**src/hdl/lru_cache_directory_top_macros.svh**
```systemverilog
// Assertion macros for the cache directory.
// Clock is clock and reset is reset in every user of these macros.
`ifndef LRU_CACHE_DIRECTORY_TOP_MACROS_SVH
`define LRU_CACHE_DIRECTORY_TOP_MACROS_SVH
`ifndef SYNTHESIS
`define LCD_ASSERT_IMP(lbl, a, b) \
   lbl: assert property (@(posedge clock) disable iff (reset) (a) |-> (b)) \
      else $error("lcd assertion failed");
`define LCD_ASSERT_NXT(lbl, a, b) \
   lbl: assert property (@(posedge clock) disable iff (reset) (a) |=> (b)) \
      else $error("lcd assertion failed");
`else
`define LCD_ASSERT_IMP(lbl, a, b)
`define LCD_ASSERT_NXT(lbl, a, b)
`endif
`endif

```
**src/hdl/lcd_ram.sv**
```systemverilog
`default_nettype none
module lcd_ram #(
   parameter int WIDTH = 32,
   parameter int DEPTH = 128
) (
   input  wire logic                     clock,
   input  wire logic                     wr_en,
   input  wire logic [$clog2(DEPTH)-1:0] wr_addr,
   input  wire logic [WIDTH-1:0]         wr_data,
   input  wire logic [$clog2(DEPTH)-1:0] rd_addr,
   output logic      [WIDTH-1:0]         rd_data
);
   logic [WIDTH-1:0] mem_ff [DEPTH];

   always_ff @(posedge clock) begin
      if (wr_en) begin
         mem_ff[wr_addr] <= wr_data;
      end
      rd_data <= mem_ff[rd_addr];
   end
endmodule
`default_nettype wire
```
**config.mk**
```make
export PLATFORM = sky130hd
export DESIGN_NAME = lcd_ram
export DESIGN_NICKNAME = d
export VERILOG_FILES = /design/src/hdl/lru_cache_directory_top_macros.svh /design/src/hdl/lcd_ram.sv
export SDC_FILE = /design/constraint.sdc
export NUM_CORES = 2
export LEC_CHECK = 0
export BUFFER_PORTS_ARGS = -buffer_cell sky130_fd_sc_hd__buf_4
export CAP_MARGIN = 10
export CORE_MARGIN = 10
export CORE_UTILIZATION = 40
export CTS_CLUSTER_DIAMETER = 30
export DETAILED_ROUTE_END_ITERATION = 10
export PLACE_DENSITY = 0.52
export SLEW_MARGIN = 20
export SYNTH_ARGS = -nofsm -noshare
export SYNTH_HDL_FRONTEND = slang
export SYNTH_SLANG_ARGS = --single-unit
```
**constraint.sdc**
```tcl
create_clock -name clock -period 9.8 [get_ports clock]
set_input_delay 1.47 -clock clock [delete_from_list [all_inputs] [get_ports clock]]
set_output_delay 1.47 -clock clock [all_outputs]
set_load 0.01 [all_outputs]
```
# Word level (Yosys, flattened, before mapping)

Memory sizes are Yosys's and may differ from the RTL's. A register that Yosys moved wholly into a read port is not among the register bits.
Index checks and enable logic that the tools add are counted.

Register bits after elaboration: 0
Bits in writable memories: 4096
Bits of input ports: 48
Logic and storage cells: 3
Memories: 1

Multiplexer cells: 2

Memories:

| name   | words | width | read ports | clocked after Yosys merged registers in | write ports | line          | source |
|---|---|---|---|---|---|---|---|
| mem_ff | 128   | 32    | 1          | 1                                       | 1           | lcd_ram.sv:13 | `logic [WIDTH-1:0] mem_ff [DEPTH];` |

Operators by type and width:

| cell             | count |
|---|---|
| 1-bit 2-to-1 mux | 2 |

# Longest topological paths before layout

Word-level depth: 2
Mapped depth: 8
Depth with buffers taken out: 4

# Worst setup path before layout

No wires, ideal clock.

Path kind: in2reg
Start: input wr_en
End: memory mem_ff[98][0], enable pin
Arrival time: 4248 ps
Setup slack: 5091 ps
Cell stages on the path: 3
Cells stage by stage: clkbuf_1 > nand4_1 > nor3_1

Word-level cells in the longest chain between the ends: 2

RTL lines:

| what                                   | line          | source |
|---|---|---|
| start: declaration                     | lcd_ram.sv:7  | `input wire logic wr_en,` |
| 1-bit 2-to-1 mux                       | lcd_ram.sv:16 | `if (wr_en) begin` |
| 1-bit 2-to-1 mux (implied by the code) | lcd_ram.sv:17 | `mem_ff[wr_addr] <= wr_data;` |
| end: declaration                       | lcd_ram.sv:13 |  |

Every way passes these cells.

==> results.json <==
{
  "hold_path_class": "primary input to flip-flop",
  "fin_crit_ns": 4.60,
  "portBuffers": 79,
  "worstMarginPinSlew_ns": 1.18,
  "rows": 229,
  "clk_latency_ns": 1.07,
  "netlist_area_um2": 156000,
  "drtIter0Drc": 9058,
  "drt-met1-wl_mm": 186,
  "top_layer": "met5",
  "seqPwrFrac_pct": 40.2,
  "dr_wl_met3_mm": 32.8,
  "finish.instance_area_um2": 192000,
  "path_max_fanout": 96,
  "p_leak_nw": 60.7,
  "min_period_over_period_pct": 47.0,
  "clock-sinks": 4128,
  "maxSlewViolCount": 0,
  "max_cap_viol_count": 0,
  "drt_wl_total_mm": 462,
  "rr_worst_depth": 4,
  "grt_max_degree": 116,
  "drt-vias-per-instance": 5.79,
  "cts_buffers": 790,
  "wl_met2_mm": 230,
  "final_util_pct": 49.5,
  "grt_setup_unrepaired": "false",
  "ys_seq_area_share_pct": 79.1,
  "cts_hold_buf": 0,
  "dr.pass1.iters": 8,
  "nets": 6817,
  "synth-seq-cells": 4128,
  "setup_viol_count_final": 0,
  "core_area_um2": 389000,
  "p_comb_share_pct": 4.0,
  "place_congestion": 0.780,
  "synthCells": 5990,
  "cts_resized": 0,
  "most-common-layout-cells": "edfxtp_1 (4096), mux4_2 (1344), clkbuf_16 (801)",
  "critPathArrivalTime_ns": 5.54,
  "cp.required_ns": 10.73,
  "grt_first_pass_wirelength_mm": 635,
  "io_pins": 80,
  "crit_start": "rd_addr[0]",
  "cts_root_buf": "clkbuf_16",
  "swShare_pct": 21.5,
  "die_w_um": 645,
  "start_kind": "primary input",
  "vias": 73500,
  "area_delta_synth_final_pct": 23.1,
  "antenna_found_initial": 49,
  "power.net_switching_w": 0.0105,
  "cts_tree": "yes",
  "placed_cell_area_um2": 165000,
  "hp-start": "wr_data[11]",
  "mostFrequentLayoutCell": "edfxtp_1",
  "yosysUniqueCellTypes": 17,
  "max_freq_mhz": 217,
  "cell_internal_pwr_w": 0.0384,
  "ant_nets": 0,
  "regToRegStartpoint": "mem_ff[125][8]",
  "avgSynthCellArea_um2": 26.1,
  "finalSetupTns_ns": 0,
  "yosys_warnings": 0,
  "crit_path_end_kind": "flip-flop",
  "slew_headroom_pct": 21.1,
  "clkTransAtPathRegs_ns": 0.05,
  "outcome": "completed",
  "grt.total_usage_pct": 21.9,
  "dp_hpwl_mm": 244,
  "drt-wirelength-per-cell_um": 36.4,
  "power_density_nw_per_um2": 254,
  "h-tree-depth": 6,
  "setup.worst_path.class": "primary input to flip-flop",
  "overflow": 0,
  "cts_buffer_depth": 4,
  "syn-num-nets": 6038,
  "clockPowerShare_pct": 55.8,
  "drive_gt1_share_pct": 41.5,
  "post_cts_buffers": 0,
  "die_h_um": 645,
  "grt_pass1_vias": 77000,
  "drc": 0,
  "finalClockSkew_ns": 0.0524,
  "ir_worst_vdd_v": 0.000187,
  "dieArea_um2": 416000,
  "hold_path_depth": 1,
  "r2r_setup_slack_ns": 7.02,
  "finalHoldViolCount": 0,
  "start_util_pct": 40.2
}
==> logic make-up after synthesis <==
| family | Yosys count | share of synthesized area, % |
|---|---|---|
| buffers and inverters | 316 | 0.839 |
| flip-flops | 4128 | 79.1 |
| multiplexers | 1376 | 19.6 |
| AND/OR/NAND/NOR | 170 | 0.446 |
==> registers in the layout, indices dropped and copies added (netlist names) <==
signal	flops
mem_ff	4096
rd_data	32
==> per-layer routing <==
layer | GRT usage [%] | vias up
met4 | 6.59 | 12
met1 | 29.9 | 41300
met3 | 3.92 | 660
met5 | 0.0458 | -
li1 | - | 28400
met2 | 36.4 | 3137
==> layout make-up <==
class                           count  area (um2)
Tap cell                         5197        6500
Antenna cell                       32        80.1
Clock buffer                      891       20500
Timing Repair Buffer              303        2580
Clock inverter                    592        6870
Sequential cell                  4128      124000
Multi-Input combinational cell   1546       32300
Fill cell                       30800      197000
==> critical path, cell delays in order <==
cell and delay [ns]:
buf_16 0.47, buf_4 0.48, buf_12 0.58, mux4_2 0.59, mux4_2 0.55, mux4_2 0.72, mux2_2 0.37
==> power groups by stage <==
stage               logic, W  clock network, W  registers (W)
floorplan           0.000941                 0         0.0199
global placement     0.00194                 0         0.0200
detailed placement   0.00197                 0         0.0200
CTS                  0.00197            0.0276         0.0197
global route         0.00201            0.0285         0.0196
finish               0.00193            0.0273         0.0197
==> per-stage QoR <==
stage | total power [W] | std cells | setup slack (ns) | hold WS, ns
after floorplan | 0.0208 | 5990 | 5.09 | 1.07
after global placement | 0.0219 | 11200 | 4.08 | 1.12
after detailed placement | 0.0220 | 11200 | 4.06 | 1.10
after CTS | 0.0493 | 12700 | 5.17 | 0.805
after global routing | 0.0502 | 12700 | 5.00 | 0.864
final | 0.0489 | 12700 | 5.20 | 0.891
==> synthesized netlist by cell type <==
cell type	instances	share of area, %
nand3_1	12	0.038
buf_6	2	0.014
edfxtp_1	4096	79
clkbuf_1	182	0.44
buf_4	3	0.014
nor2b_1	7	0.028
nor3_1	9	0.029
dfxtp_1	32	0.41
buf_2	79	0.25
nand2_1	14	0.034
buf_1	50	0.12
mux4_2	1344	19
mux2_2	32	0.23
nand2b_1	2	0.0080
nor2_1	122	0.29
nand4_1	3	0.012
or3_1	1	0.0040
==> path summary, 6_finish.rpt <==
kind	end
worst max register to register	rd_data[8]
worst min register to register	rd_data[28]
worst max-delay path	rd_data[8]
worst min-delay path	mem_ff[20][11]
Power figures use the tool's default switching activity.
